### src/sv/tfp_pkg.sv
// ----------------------------------------------------------------------------
// tfp_pkg: shared types and constants of the telemetry frame parser
// Frame layout, status codes, register indexes and the structs that travel
// between the configuration registers, the decoder and the top level.
// ----------------------------------------------------------------------------
package tfp_pkg;

  // Frame layout
  localparam int FRAME_BYTES = 21;
  localparam int IDX_W       = 5;
  localparam logic [IDX_W-1:0] LAST_IDX     = IDX_W'(FRAME_BYTES - 1);
  localparam logic [IDX_W-1:0] START_IDX    = 5'd0;
  localparam logic [IDX_W-1:0] CMD_IDX      = 5'd1;
  localparam logic [IDX_W-1:0] STATE_IDX    = 5'd2;
  localparam logic [IDX_W-1:0] POS_FIRST    = 5'd3;
  localparam logic [IDX_W-1:0] WORD_FIRST   = 5'd7;
  localparam logic [IDX_W-1:0] WORD_LAST_HI = 5'd18;
  localparam int NUM_WORDS  = 6;
  localparam int WORD_SEL_W = 3;

  // Result status codes
  typedef logic [1:0] status_t;
  localparam status_t ST_OK       = 2'd0;
  localparam status_t ST_LEN_ERR  = 2'd1;
  localparam status_t ST_MARK_ERR = 2'd2;
  localparam status_t ST_CMD_ERR  = 2'd3;

  // Configuration register indexes
  localparam int CFG_IDX_W = 2;
  localparam logic [CFG_IDX_W-1:0] REG_START_MARKER = 2'd0;
  localparam logic [CFG_IDX_W-1:0] REG_END_MARKER   = 2'd1;
  localparam logic [CFG_IDX_W-1:0] REG_TELEM_CODE   = 2'd2;

  typedef struct packed {
    logic [7:0] start_marker;
    logic [7:0] end_marker;
    logic [7:0] telemetry_code;
  } cfg_t;

  typedef struct packed {
    status_t            status;
    logic [7:0]         board_state;
    logic signed [31:0] position;
    logic signed [15:0] speed;
    logic signed [15:0] total_force;
    logic signed [15:0] fet_temp;
    logic signed [15:0] motor_temp;
    logic signed [15:0] brake_temp;
    logic signed [15:0] bus_voltage;
  } result_t;

endpackage

### src/sv/telemetry_frame_parser.sv
// ----------------------------------------------------------------------------
// telemetry_frame_parser: byte-serial telemetry response decoder
// Path: an accepted byte is held in the input register and decoded from there;
//   a frame's last byte loads the result register that drives the out_ ports.
// Throughput: one byte per cycle, set by the input register feeding the decode
//   stage; only a stalled result with a pending last byte holds the input.
// Reset (rst_n low, synchronous): clears config registers, counter, flags and valids.
// ----------------------------------------------------------------------------
module telemetry_frame_parser
  import tfp_pkg::*;
(
  input  logic                 clk,
  input  logic                 rst_n,
  // configuration write channel
  input  logic                 cfg_valid,
  output logic                 cfg_ready,
  input  logic [CFG_IDX_W-1:0] cfg_index,
  input  logic [7:0]           cfg_data,
  // byte input channel
  input  logic                 in_valid,
  output logic                 in_ready,
  input  logic [7:0]           in_rx_byte,
  input  logic                 in_frame_last,
  // result channel
  output logic                 out_valid,
  input  logic                 out_ready,
  output logic [1:0]           out_status,
  output logic [7:0]           out_board_state,
  output logic signed [31:0]   out_position,
  output logic signed [15:0]   out_speed,
  output logic signed [15:0]   out_total_force,
  output logic signed [15:0]   out_fet_temp,
  output logic signed [15:0]   out_motor_temp,
  output logic signed [15:0]   out_brake_temp,
  output logic signed [15:0]   out_bus_voltage
);

  cfg_t       cfg;
  result_t    dec_res;

  logic       in_vld_r;
  logic       in_vld_nxt;
  logic [7:0] in_byte_r;
  logic       in_last_r;
  logic       out_vld_r;
  logic       out_vld_nxt;
  result_t    out_res_r;
  logic       in_xfer;
  logic       advance;
  logic       emit;

  assign cfg_ready = 1'b1;

  tfp_cfg_regs u_cfg_regs (
    .clk      (clk),
    .rst_n    (rst_n),
    .wr_en    (cfg_valid && cfg_ready),
    .wr_index (cfg_index),
    .wr_data  (cfg_data),
    .cfg      (cfg)
  );

  // Advance the held byte unless it would produce a result into a full, stalled slot
  assign advance  = in_vld_r && (!in_last_r || !out_vld_r || out_ready);
  assign emit     = advance && in_last_r;
  assign in_ready = !in_vld_r || advance;
  assign in_xfer  = in_valid && in_ready;

  always_comb begin
    in_vld_nxt = in_vld_r;
    if (in_xfer) begin
      in_vld_nxt = 1'b1;
    end else if (advance) begin
      in_vld_nxt = 1'b0;
    end
  end

  always_comb begin
    out_vld_nxt = out_vld_r;
    if (emit) begin
      out_vld_nxt = 1'b1;
    end else if (out_ready) begin
      out_vld_nxt = 1'b0;
    end
  end

  always_ff @(posedge clk) begin
    if (!rst_n) begin
      in_vld_r  <= 1'b0;
      out_vld_r <= 1'b0;
    end else begin
      in_vld_r  <= in_vld_nxt;
      out_vld_r <= out_vld_nxt;
    end
  end

  // Hold the input byte
  always_ff @(posedge clk) begin
    if (in_xfer) begin
      in_byte_r <= in_rx_byte;
      in_last_r <= in_frame_last;
    end
  end

  tfp_decode u_decode (
    .clk        (clk),
    .rst_n      (rst_n),
    .step       (advance),
    .rx_byte    (in_byte_r),
    .frame_last (in_last_r),
    .cfg        (cfg),
    .res        (dec_res)
  );

  // Load the result register on the last byte
  always_ff @(posedge clk) begin
    if (emit) begin
      out_res_r <= dec_res;
    end
  end

  assign out_valid       = out_vld_r;
  assign out_status      = out_res_r.status;
  assign out_board_state = out_res_r.board_state;
  assign out_position    = out_res_r.position;
  assign out_speed       = out_res_r.speed;
  assign out_total_force = out_res_r.total_force;
  assign out_fet_temp    = out_res_r.fet_temp;
  assign out_motor_temp  = out_res_r.motor_temp;
  assign out_brake_temp  = out_res_r.brake_temp;
  assign out_bus_voltage = out_res_r.bus_voltage;

  a_no_overwrite: assert property (@(posedge clk) disable iff (!rst_n)
    (out_vld_r && !out_ready) |-> !emit)
    else $error("result register overwritten while stalled");

  a_stall_holds_input: assert property (@(posedge clk) disable iff (!rst_n)
    (in_vld_r && !advance) |=> (in_vld_r && $stable(in_byte_r) && $stable(in_last_r)))
    else $error("held byte lost while decode stalled");

  a_emit_sets_valid: assert property (@(posedge clk) disable iff (!rst_n)
    emit |=> out_vld_r)
    else $error("result not presented after last byte");

endmodule

### src/sv/tfp_cfg_regs.sv
// ----------------------------------------------------------------------------
// tfp_cfg_regs: configuration registers of the telemetry frame parser
// Decodes the register index of each write transfer and holds the markers
// and the expected command code. Writes beyond the register list are dropped.
// ----------------------------------------------------------------------------
module tfp_cfg_regs
  import tfp_pkg::*;
(
  input  logic                 clk,
  input  logic                 rst_n,
  input  logic                 wr_en,
  input  logic [CFG_IDX_W-1:0] wr_index,
  input  logic [7:0]           wr_data,
  output cfg_t                 cfg
);

  cfg_t cfg_r;
  cfg_t cfg_nxt;

  // Decode the write index
  always_comb begin
    cfg_nxt = cfg_r;
    if (wr_en) begin
      unique case (wr_index)
        REG_START_MARKER: cfg_nxt.start_marker   = wr_data;
        REG_END_MARKER:   cfg_nxt.end_marker     = wr_data;
        REG_TELEM_CODE:   cfg_nxt.telemetry_code = wr_data;
        default:          cfg_nxt                = cfg_r;
      endcase
    end
  end

  always_ff @(posedge clk) begin
    if (!rst_n) begin
      cfg_r <= '0;
    end else begin
      cfg_r <= cfg_nxt;
    end
  end

  assign cfg = cfg_r;

endmodule

### src/sv/tfp_decode.sv
// ----------------------------------------------------------------------------
// tfp_decode: byte counter, field capture and status decision
// Tracks the position of each byte in the frame, latches the state byte,
// position and six 16-bit words, and forms the result on the last byte.
// ----------------------------------------------------------------------------
module tfp_decode
  import tfp_pkg::*;
(
  input  logic       clk,
  input  logic       rst_n,
  input  logic       step,
  input  logic [7:0] rx_byte,
  input  logic       frame_last,
  input  cfg_t       cfg,
  output result_t    res
);

  logic [IDX_W-1:0] byte_index_r;
  logic [IDX_W-1:0] byte_index_nxt;
  logic             overlong_r;
  logic             overlong_nxt;
  logic             start_ok_r;
  logic             start_ok_nxt;
  logic             command_ok_r;
  logic             command_ok_nxt;

  logic [7:0]       state_cap_r;
  logic [31:0]      pos_cap_r;
  logic [15:0]      word_cap_r [NUM_WORDS];

  logic [IDX_W-1:0]      word_off;
  logic [WORD_SEL_W-1:0] word_sel;
  logic                  in_pos;
  logic                  in_words;
  logic [1:0]            pos_lane;
  logic                  len_ok;
  logic                  capture;

  assign capture  = step && !overlong_r;
  assign word_off = byte_index_r - WORD_FIRST;
  assign word_sel = word_off[WORD_SEL_W:1];
  assign in_pos   = (byte_index_r >= POS_FIRST) && (byte_index_r < WORD_FIRST);
  assign in_words = (byte_index_r >= WORD_FIRST) && (byte_index_r <= WORD_LAST_HI);
  assign pos_lane = 2'(byte_index_r - POS_FIRST);

  // Advance the byte counter and header flags; rearm after the last byte
  always_comb begin
    byte_index_nxt = byte_index_r;
    overlong_nxt   = overlong_r;
    start_ok_nxt   = start_ok_r;
    command_ok_nxt = command_ok_r;
    if (step) begin
      if (!overlong_r && byte_index_r == START_IDX) begin
        start_ok_nxt = (rx_byte == cfg.start_marker);
      end
      if (!overlong_r && byte_index_r == CMD_IDX) begin
        command_ok_nxt = (rx_byte == cfg.telemetry_code);
      end
      if (frame_last) begin
        byte_index_nxt = '0;
        overlong_nxt   = 1'b0;
        start_ok_nxt   = 1'b0;
        command_ok_nxt = 1'b0;
      end else if (overlong_r || byte_index_r >= LAST_IDX) begin
        byte_index_nxt = LAST_IDX;
        overlong_nxt   = 1'b1;
      end else begin
        byte_index_nxt = byte_index_r + 1'b1;
      end
    end
  end

  always_ff @(posedge clk) begin
    if (!rst_n) begin
      byte_index_r <= '0;
      overlong_r   <= 1'b0;
      start_ok_r   <= 1'b0;
      command_ok_r <= 1'b0;
    end else begin
      byte_index_r <= byte_index_nxt;
      overlong_r   <= overlong_nxt;
      start_ok_r   <= start_ok_nxt;
      command_ok_r <= command_ok_nxt;
    end
  end

  // Capture payload bytes at their frame positions
  always_ff @(posedge clk) begin
    if (capture) begin
      if (byte_index_r == STATE_IDX) begin
        state_cap_r <= rx_byte;
      end
      if (in_pos) begin
        pos_cap_r[pos_lane*8 +: 8] <= rx_byte;
      end
      if (in_words) begin
        if (word_off[0]) begin
          word_cap_r[word_sel][15:8] <= rx_byte;
        end else begin
          word_cap_r[word_sel][7:0] <= rx_byte;
        end
      end
    end
  end

  // Status priority: length, then markers, then command
  assign len_ok = !overlong_r && (byte_index_r == LAST_IDX);

  always_comb begin
    res = '0;
    if (!len_ok) begin
      res.status = ST_LEN_ERR;
    end else if (!start_ok_r || rx_byte != cfg.end_marker) begin
      res.status = ST_MARK_ERR;
    end else if (!command_ok_r) begin
      res.status = ST_CMD_ERR;
    end else begin
      res.status      = ST_OK;
      res.board_state = state_cap_r;
      res.position    = pos_cap_r;
      res.speed       = word_cap_r[0];
      res.total_force = word_cap_r[1];
      res.fet_temp    = word_cap_r[2];
      res.motor_temp  = word_cap_r[3];
      res.brake_temp  = word_cap_r[4];
      res.bus_voltage = word_cap_r[5];
    end
  end

  a_overlong_pinned: assert property (@(posedge clk) disable iff (!rst_n)
    overlong_r |-> (byte_index_r == LAST_IDX))
    else $error("overlong frame without counter pinned at last index");

  a_index_range: assert property (@(posedge clk) disable iff (!rst_n)
    byte_index_r <= LAST_IDX)
    else $error("byte counter beyond frame length");

  a_rearm: assert property (@(posedge clk) disable iff (!rst_n)
    (step && frame_last) |=>
      (byte_index_r == '0 && !overlong_r && !start_ok_r && !command_ok_r))
    else $error("parser not rearmed after last byte");

endmodule
### config.mk
export PLATFORM = sky130hd
export DESIGN_NAME = telemetry_frame_parser
export DESIGN_NICKNAME = d
export VERILOG_FILES = /design/src/sv/tfp_pkg.sv /design/src/sv/telemetry_frame_parser.sv /design/src/sv/tfp_cfg_regs.sv /design/src/sv/tfp_decode.sv
export SDC_FILE = /design/constraint.sdc
export NUM_CORES = 1
export LEC_CHECK = 0
export CORE_ASPECT_RATIO = 0.6
export CORE_MARGIN = 1.5
export CORE_UTILIZATION = 45
export CTS_CLUSTER_SIZE = 16
export DETAILED_ROUTE_END_ITERATION = 16
export DONT_BUFFER_PORTS = 1
export HOLD_SLACK_MARGIN = 0.03
export PLACE_DENSITY = 0.65
export SYNTH_ARGS = -nofsm -noshare
export SYNTH_HDL_FRONTEND = slang
export SYNTH_SLANG_ARGS = --single-unit
### constraint.sdc
create_clock -name clk -period 11.05 [get_ports clk]
set_input_delay 1.6575 -clock clk [delete_from_list [all_inputs] [get_ports clk]]
set_output_delay 1.6575 -clock clk [all_outputs]
set_load 0.005 [all_outputs]
# Word level (Yosys, flattened, before mapping)
# Memory sizes are Yosys's and may differ from the RTL's. A register that Yosys moved wholly into a read port is not among the register bits.
# Cells that the tools add are included.
[word_totals]
register_bits = 125
mem_bits_rw = 96
in_bits = 24
out_inout_bits = 141
word_cells = 96
memories = 1
[mem_list]
columns = ["name", "words", "width", "read_ports", "rd_clocked_by_memory_dff", "wr", "line_no", "text"]
rows = [
  ["u_decode.word_cap_r", 6, 16, 6, 6, 1, "tfp_decode.sv:29", "logic [15:0] word_cap_r [NUM_WORDS];"],
]
[op_classes]
n_addsub = 4
order_cmp = 5
n_eq_ne = 8
shift = 2
mux = 23
n_bitwise = 2
reduce_logical = 35
[op_table]
columns = ["cell", "count"]
rows = [
  ["$neg 5->34", 1],
  ["$shift 8x34->32 const A", 1],
  ["$shiftx 8x34->32", 1],
  ["$bwmux 32", 1],
  ["$mux 1", 18],
  ["$eq 8x8->1", 2],
  ["$reduce_and 2->1", 8],
  ["$mux 5", 2],
  ["$reduce_bool 2->1", 5],
  ["$logic_and 1x1->1", 9],
  ["$ne 8x8->1", 1],
  ["$add 5x1->5 const B", 1],
  ["$eq 5x1->1 const B", 1],
  ["$eq 5x2->1 const B", 1],
  ["$eq 5x5->1 const B", 1],
  ["$ge 5x2->1 const B", 1],
  ["$ge 5x3->1 const B", 1],
  ["$ge 5x5->1 const B", 1],
  ["$le 5x5->1 const B", 1],
  ["$logic_not 1->1", 5],
  ["$logic_not 5->1", 1],
  ["$logic_or 1x1->1", 5],
  ["$lt 5x3->1 const B", 1],
  ["$mux 2", 2],
  ["7 further kinds", 8],
]

# Longest topological paths before layout
# Gate-level depths: netlist of the first run.
[depth]
word_depth = 7
mapped_depth = 8

# Hierarchy
# Synthesis of the first run repeated with hierarchy kept, for this count alone.
[hier_totals]
cells_unflattened = 724
area_unflattened_um2 = 11696.2
[modules_own_cells]
columns = ["mod", "instances", "cells_per_inst", "area_each_um2", "seq_area_each_um2"]
rows = [
  ["tfp_decode", 1, 474, 6253.5, 4244.1],
  ["telemetry_frame_parser", 1, 161, 4543.1, 4454.3],
  ["tfp_cfg_regs", 1, 89, 899.6, 480.5],
]

# Least setup slack after synthesis of the first run
# OpenSTA, ideal clock, no wires.
[synth_path]
path_type = "input to register"
start = "in out_ready"
end = "reg out_res_r, in the netlist out_board_state[0], enable pin"
arrival_ns = 7.501
slack_ns = 2.911
cell_stages = 2
path_buffers = 0
path_cell_list = "nor2b_1 nor2_1"
[synth_between]
elab_chain_len = 3
[synth_rtl]
columns = ["item", "line_no", "text"]
rows = [
  ["start: declaration", "telemetry_frame_parser.sv:26", "input logic out_ready,"],
  ["$logic_or 1x1->1", "telemetry_frame_parser.sv:64", "assign advance = in_vld_r && (!in_last_r || !out_vld_r || out_ready);"],
  ["$logic_and 1x1->1", "telemetry_frame_parser.sv:64", ""],
  ["$logic_and 1x1->1", "telemetry_frame_parser.sv:65", "assign emit = advance && in_last_r;"],
  ["named net emit", "telemetry_frame_parser.sv:50", "logic emit;"],
  ["end signal: assignment", "telemetry_frame_parser.sv:118", "out_res_r <= dec_res;"],
  ["end: declaration", "telemetry_frame_parser.sv:47", "result_t out_res_r;"],
]
# The timed path passes the listed nets, and every way through them passes these cells.
# A chain may end at the register's enable or synchronous reset.

# Final worst setup path of the first run
[layout_path]
start = "in out_ready"
end = "out in_ready"
[layout_between]
elab_chain_len = 3
[layout_rtl]
columns = ["item", "line_no", "text"]
rows = [
  ["$logic_or 1x1->1", "telemetry_frame_parser.sv:64", ""],
  ["$logic_and 1x1->1", "telemetry_frame_parser.sv:64", ""],
  ["$logic_or 1x1->1", "telemetry_frame_parser.sv:66", "assign in_ready = !in_vld_r || advance;"],
  ["end: declaration", "telemetry_frame_parser.sv:21", "output logic in_ready,"],
]
# Every way passes these cells.

==> results of run 1 <==
## stage by stage
step	cells	worst slack [ns]	total power, mW
after detailed placement	1052	6.70	1.42
final	1104	7.05	2.43
after global routing	1104	7.01	2.50
after floorplan	730	2.91	1.40
after CTS	1104	7.07	2.45
after global placement	1052	6.88	1.42
## layer usage
metal / wire length (um) / global-route usage / up-vias
met4: 503 / 0.0409 / 0
li1: - / - / 2705
met1: 11100 / 0.248 / 2868
met3: 2010 / 0.0544 / 34
met2: 10000 / 0.256 / 216
met5: 0 / 0 / -
## power groups by stage
stage          Clock, mW  Combinational [mW]  Sequential [mW]
4_1_cts             1.06              0.0520             1.34
6_report            1.04              0.0510             1.34
2_1_floorplan          0              0.0305             1.37
5_1_grt             1.10              0.0558             1.35
3_5_place_dp           0              0.0516             1.37
3_3_place_gp           0              0.0498             1.37
## sequential cells by signal, summed over array words and instances, names as in the netlist, 2 cells and up
name	count
u_decode.byte_index_r	5
u_decode.word_cap_r	96
u_decode.state_cap_r	8
out_motor_temp	16
u_cfg_regs.cfg	24
out_board_state	8
out_fet_temp	16
out_brake_temp	16
out_total_force	16
out_bus_voltage	16
u_decode.pos_cap_r	32
out_speed	16
in_byte_r	8
out_position	32
out_status	2
## worst min-delay path by stage
stage / start / end / cells past startpoint
4_1_cts: u_decode.start_ok_r$_SDFFE_PN0P_ / u_decode.start_ok_r$_SDFFE_PN0P_ / 2
3_3_place_gp: u_decode.start_ok_r$_SDFFE_PN0P_ / u_decode.start_ok_r$_SDFFE_PN0P_ / 2
3_5_place_dp: u_decode.start_ok_r$_SDFFE_PN0P_ / u_decode.start_ok_r$_SDFFE_PN0P_ / 2
5_1_grt: u_decode.command_ok_r$_SDFFE_PN0P_ / u_decode.command_ok_r$_SDFFE_PN0P_ / 2
2_1_floorplan: u_decode.start_ok_r$_SDFFE_PN0P_ / u_decode.start_ok_r$_SDFFE_PN0P_ / 2
6_report: u_decode.start_ok_r$_SDFFE_PN0P_ / u_decode.start_ok_r$_SDFFE_PN0P_ / 2
## cell type report
type                       instances  area (sq um)  share of cell area
sequential                       317          9180               0.703
inverter                           6          22.5             0.00172
tap                              352           440              0.0337
timing repair buffer              15           113             0.00862
multi-input combinational        362          2320               0.177
clock inverter                    18           248              0.0190
clock buffer                      34           743              0.0569
## layout by cell type, fill, tap and decap left out, types with 2 or more instances in the layout
master / count
a21oi_1: 5
xor2_1: 16
and3_1: 136
clkinv_2: 4
nand3b_1: 7
nor2_1: 64
nand4_1: 3
o22ai_1: 2
clkbuf_1: 4
mux2i_1: 27
clkinv_1: 7
a31oi_1: 3
nor3_1: 5
edfxtp_1: 283
o21ai_0: 2
buf_4: 15
nor3b_1: 3
bufinv_16: 6
clkbuf_16: 28
and2_1: 10
nand3_1: 6
nor2b_1: 7
dfxtp_1: 34
and2_2: 3
inv_1: 4
clkbuf_8: 2
xnor2_1: 10
nand2_1: 23
ha_1: 5
nor4_1: 2
nor4b_2: 2
## cells in the mapped netlist, types with 5 or more instances
cell type  count
clkbuf_1      24
buf_8         10
nand3b_1       7
dfxtp_1       34
mux2i_1       27
and3_1       136
xor2_1        16
nor3_1         5
nand3_1        6
xnor2_1       10
nor2b_1        7
nand2_1       23
a21oi_1        5
ha_1           5
nor2_1        65
edfxtp_1     283
and2_1        10
## kinds of logic (layout without fill, tap and decap cells)
family          count (synthesis)  count (layout)  synth area share
mux                            27              27            0.0228
buf+inv                        51              73            0.0303
compound gates                 20              20            0.0112
flops                         317             317             0.776
simple gates                  283             283             0.135
xor+xnor                       26              26            0.0193
other cells                     1               1          0.000317
fa+ha+maj                       5               5           0.00529
==> results.json, run 1 <==
{
  "wirelength_um": 23600,
  "r2r_slack_ns": 7.79,
  "avgViaCountPerCell": 5.27,
  "min_period_over_period": 0.362,
  "cts_tree": "yes",
  "grt_antenna_before_repair": 3,
  "ys_seq_area_frac": 0.776,
  "rr_worst_depth": 4,
  "grt_pass1_vias": 5677,
  "clock-root-buffer": "clkbuf_16",
  "cts_buffers": 28,
  "cp.depth": 2,
  "critPathMaxStageDelay_ns": 0.43,
  "yosysWarnings": 0,
  "synthCells": 730,
  "syn_area_sq_um": 11800,
  "power_switching_uw": 474,
  "hp-class": "flip-flop to flip-flop",
  "fp-row-count": 45,
  "drive_above_1_share": 0.0944,
  "ys_ff_latch": 317,
  "fillers": 2078,
  "seqPwrFrac": 0.553,
  "setup-tns-final_ns": 0,
  "avgRoutedWirePerCell_um": 21.4,
  "clk_pin_slew_ns": 0.06,
  "overflow": 0,
  "area_growth_syn_to_layout_pct": 10.4,
  "rsz0062_at_grt": "no",
  "postCtsSetupBuffers": 0,
  "power.share.combinational": 0.021,
  "slew_headroom": 0.188,
  "power.leakage_nw": 4.69,
  "route.detailed.drc": 0,
  "final_core_util": 0.511,
  "dieHeight_um": 129,
  "final_nets": 759,
  "clock_sinks": 317,
  "cpMaxStageDelayCell": "nor2b_1",
  "finClkSkew_ns": 0.0188,
  "placed_cell_area_sq_um": 12100,
  "syn_area_per_cell_sq_um": 16.2,
  "synth.top_cell.area_share": 0.719,
  "syn_nets": 759,
  "path_cells": "nor2b_1 -> nand3_1",
  "vias": 5823,
  "coreArea_sq_um": 25600,
  "ctsResizeCount": 0,
  "insertion_delay_ns": 0.56,
  "dieArea_sq_um": 27300,
  "n_antenna_cell": 0,
  "p_sw_frac": 0.195,
  "max_freq_ghz": 0.250,
  "setup_viol": 0,
  "cp.arrival_ns": 2.35,
  "synth_edf_count": 283,
  "ys_types": 52,
  "initialDrtViolationCount": 480,
  "synth_area_leaders": "edfxtp_1, and3_1, dfxtp_1, mux2i_1, nor2_1",
  "yosysTopAreaCell": "edfxtp_1",
  "cts_hold_buf": 0,
  "pin_count": 165,
  "cap_violations": 0,
  "start_util": 0.463,
  "ys.flop_type": "edfxtp_1",
  "cp-endpoint": "in_ready",
  "cpLargestDelayFamily": "simple AND/OR/NAND/NOR gates",
  "rr_startpoint": "in_last_r$_DFFE_PP_",
  "worstSetupPathType": "input port to output port",
  "fp.dieW_um": 212,
  "ant_nets": 0,
  "endpoint_kind": "output port",
  "ir_worst_vdd_uv": 103,
  "grt_max_degree": 87,
  "intPower_mw": 1.96,
  "fin_crit_ns": 4.00,
  "cp-start-kind": "input port",
  "powerDensity_nw_per_um2": 186,
  "hold_ws_ns": 0.466,
  "dr.pass1.iters": 5,
  "io_buffers": 0,
  "cts_buffer_depth": 3,
  "cp-startpoint": "out_ready",
  "worstMarginPinSlew_ns": 1.21,
  "final_area_sq_um": 13100,
  "clockPowerShare": 0.426,
  "h-tree-depth": 1,
  "critPathRequiredTime_ns": 9.39,
  "grt_pass1_wl_um": 34600,
  "grt.total_usage": 0.172,
  "dp_hpwl_um": 14900,
  "hold_violations": 0,
  "slew_violations": 0,
  "status": "finished, final reports clean",
  "place_congestion": 0.820,
  "worstReg2RegEnd": "out_speed[12]$_SDFFCE_PP0P_",
  "path_buf_inv": 0,
  "async_flop_share": 0,
  "critPathMaxFanout": 7
}
Note: power is estimated with default switching activity, not from simulation.
==> inputs of run 2 (changes only) <==
Clock period 11.05 ns to 3.7 ns, I/O delays scaled along.
==> run 2 against run 1 <==
Power grew to 3.0 times the previous value. Cell area grew 0.97%. Worst hold slack lost 0.38 ns. Largest cell class unchanged. Critical path depth grew 2. Critical endpoint is now u_decode.word_cap_r[1][7]$_DFFE_PP_. Die area is the same. Sequential power grew to 3.0 times the previous value. Cell count grew 0.72%.
==> results.json, run 2 (same netlist as run 1, synthesis figures left out) <==
{
  "status": "finished, final reports clean",
  "vias": 5908,
  "cts_buffer_depth": 3,
  "fillers": 2079,
  "critPathMaxFanout": 14,
  "setup_viol": 0,
  "dr.pass1.iters": 4,
  "layout_common_cells": "edfxtp_1, and3_1, nor2_1",
  "wirelength_um": 24400,
  "avgViaCountPerCell": 5.31,
  "grt_max_degree": 87,
  "grt.total_usage": 0.179,
  "coreArea_sq_um": 25600,
  "initialDrtViolationCount": 585,
  "worstMarginPinSlew_ns": 0.950,
  "clockPowerShare": 0.437,
  "cp-start-kind": "flip-flop",
  "cts_buffers": 29,
  "grt_pass1_wl_um": 36000,
  "clock_sinks": 317,
  "overflow": 0,
  "place_congestion": 0.855,
  "dp_hpwl_um": 15300,
  "critPathRequiredTime_ns": 3.88,
  "rsz0062_at_grt": "no",
  "finClkSkew_ns": 0.0164,
  "p_sw_frac": 0.195,
  "final_nets": 765,
  "fp-row-count": 45,
  "slew_headroom": 0.361,
  "fp.dieW_um": 212,
  "final_common_cell": "edfxtp_1",
  "cp.arrival_ns": 2.83,
  "pre_cts_slack_ns": 1.10,
  "power.leakage_nw": 4.75,
  "ant_nets": 0,
  "route.detailed.drc": 0,
  "max_freq_ghz": 0.377,
  "seqPwrFrac": 0.540,
  "clock-root-buffer": "clkbuf_16",
  "slew_violations": 0,
  "min_period_over_period": 0.717,
  "grt_pass1_vias": 5707,
  "dieArea_sq_um": 27300,
  "worstSetupPathType": "flip-flop to flip-flop",
  "ir_worst_vdd_uv": 306,
  "ctsResizeCount": 0,
  "worst_slack_ns": 1.05,
  "io_buffers": 0,
  "endpoint_kind": "flip-flop",
  "hp-class": "input port to flip-flop",
  "largest_register": "u_decode.word_cap_r",
  "dieHeight_um": 129,
  "fin_crit_ns": 2.65,
  "h-tree-depth": 1,
  "grt_antenna_before_repair": 2,
  "power.share.combinational": 0.023,
  "intPower_mw": 5.96,
  "cap_violations": 0,
  "clk_pin_slew_ns": 0.06,
  "power_switching_mw": 1.45,
  "cts_tree": "yes",
  "cts_hold_buf": 0,
  "drive_above_1_share": 0.101,
  "largest_reg_flops": 96,
  "insertion_delay_ns": 0.56,
  "start_util": 0.463,
  "area_growth_syn_to_layout_pct": 11.5,
  "hold_violations": 0,
  "pin_count": 165,
  "postCtsSetupBuffers": 0,
  "powerDensity_nw_per_um2": 562,
  "avgRoutedWirePerCell_um": 21.9,
  "setup-tns-final_ns": 0
}
run 2: stage by stage:
step	instance area [sq um]	std cells	power (mW)	hold WS, ns	util
finish	13200	1112	7.41	0.0843	0.516
detailed placement	12100	1057	4.25	0.470	0.475
global route	13200	1111	7.66	0.0476	0.516
global placement	12100	1057	4.24	0.450	0.475
CTS	13200	1111	7.49	0.0523	0.516
floorplan	11800	730	4.17	0.435	-
run 2: final timing paths:
check	endpoint	cells after the start	slack (ns)	startpoint
setup / recovery	u_decode.word_cap_r[1][7]$_DFFE_PP_	4	1.05	u_decode.byte_index_r[0]$_SDFFE_PN0P_
hold / removal	in_byte_r[7]$_DFFE_PP_	0	0.08	in_rx_byte[7]
setup reg to reg	u_decode.word_cap_r[1][7]$_DFFE_PP_	4	1.05	u_decode.byte_index_r[0]$_SDFFE_PN0P_
hold reg to reg	u_decode.start_ok_r$_SDFFE_PN0P_	2	0.48	u_decode.start_ok_r$_SDFFE_PN0P_
run 2: final cells by class:
type                    instances  area (sq um)  share of cell area
diodes                          1          2.50            0.000190
clock buffers                  38           769              0.0583
clock inverters                16           270              0.0205
inverters                       6          22.5             0.00171
multi-input cells             362          2320               0.176
flip-flops and latches        317          9180               0.696
well taps                     352           440              0.0334
repair buffers                 20           188              0.0142
run 2: power by group through the flow:
stage / registers, mW / clock network, mW / logic [mW]
after detailed placement: 4.08 / 0 / 0.169
after global placement: 4.08 / 0 / 0.164
after floorplan: 4.07 / 0 / 0.0918
after global routing: 4.01 / 3.47 / 0.182
after CTS: 4.00 / 3.31 / 0.170
final: 4.00 / 3.24 / 0.167
run 2: routing by layer:
layer / share of wire / GRT usage / up-vias / wire length (um)
met5: 0 / 0 / - / 0
met4: 0.020 / 0.0426 / 0 / 499
met3: 0.086 / 0.0549 / 40 / 2100
met2: 0.43 / 0.261 / 231 / 10400
met1: 0.47 / 0.263 / 2911 / 11400
li1: - / - / 2726 / -
run 2: critical path, stage by stage (launching register included):
cell     delay, ns
dfxtp_1       0.58
inv_1         0.21
ha_1          0.53
nand2_1       0.31
nor2_1        0.64
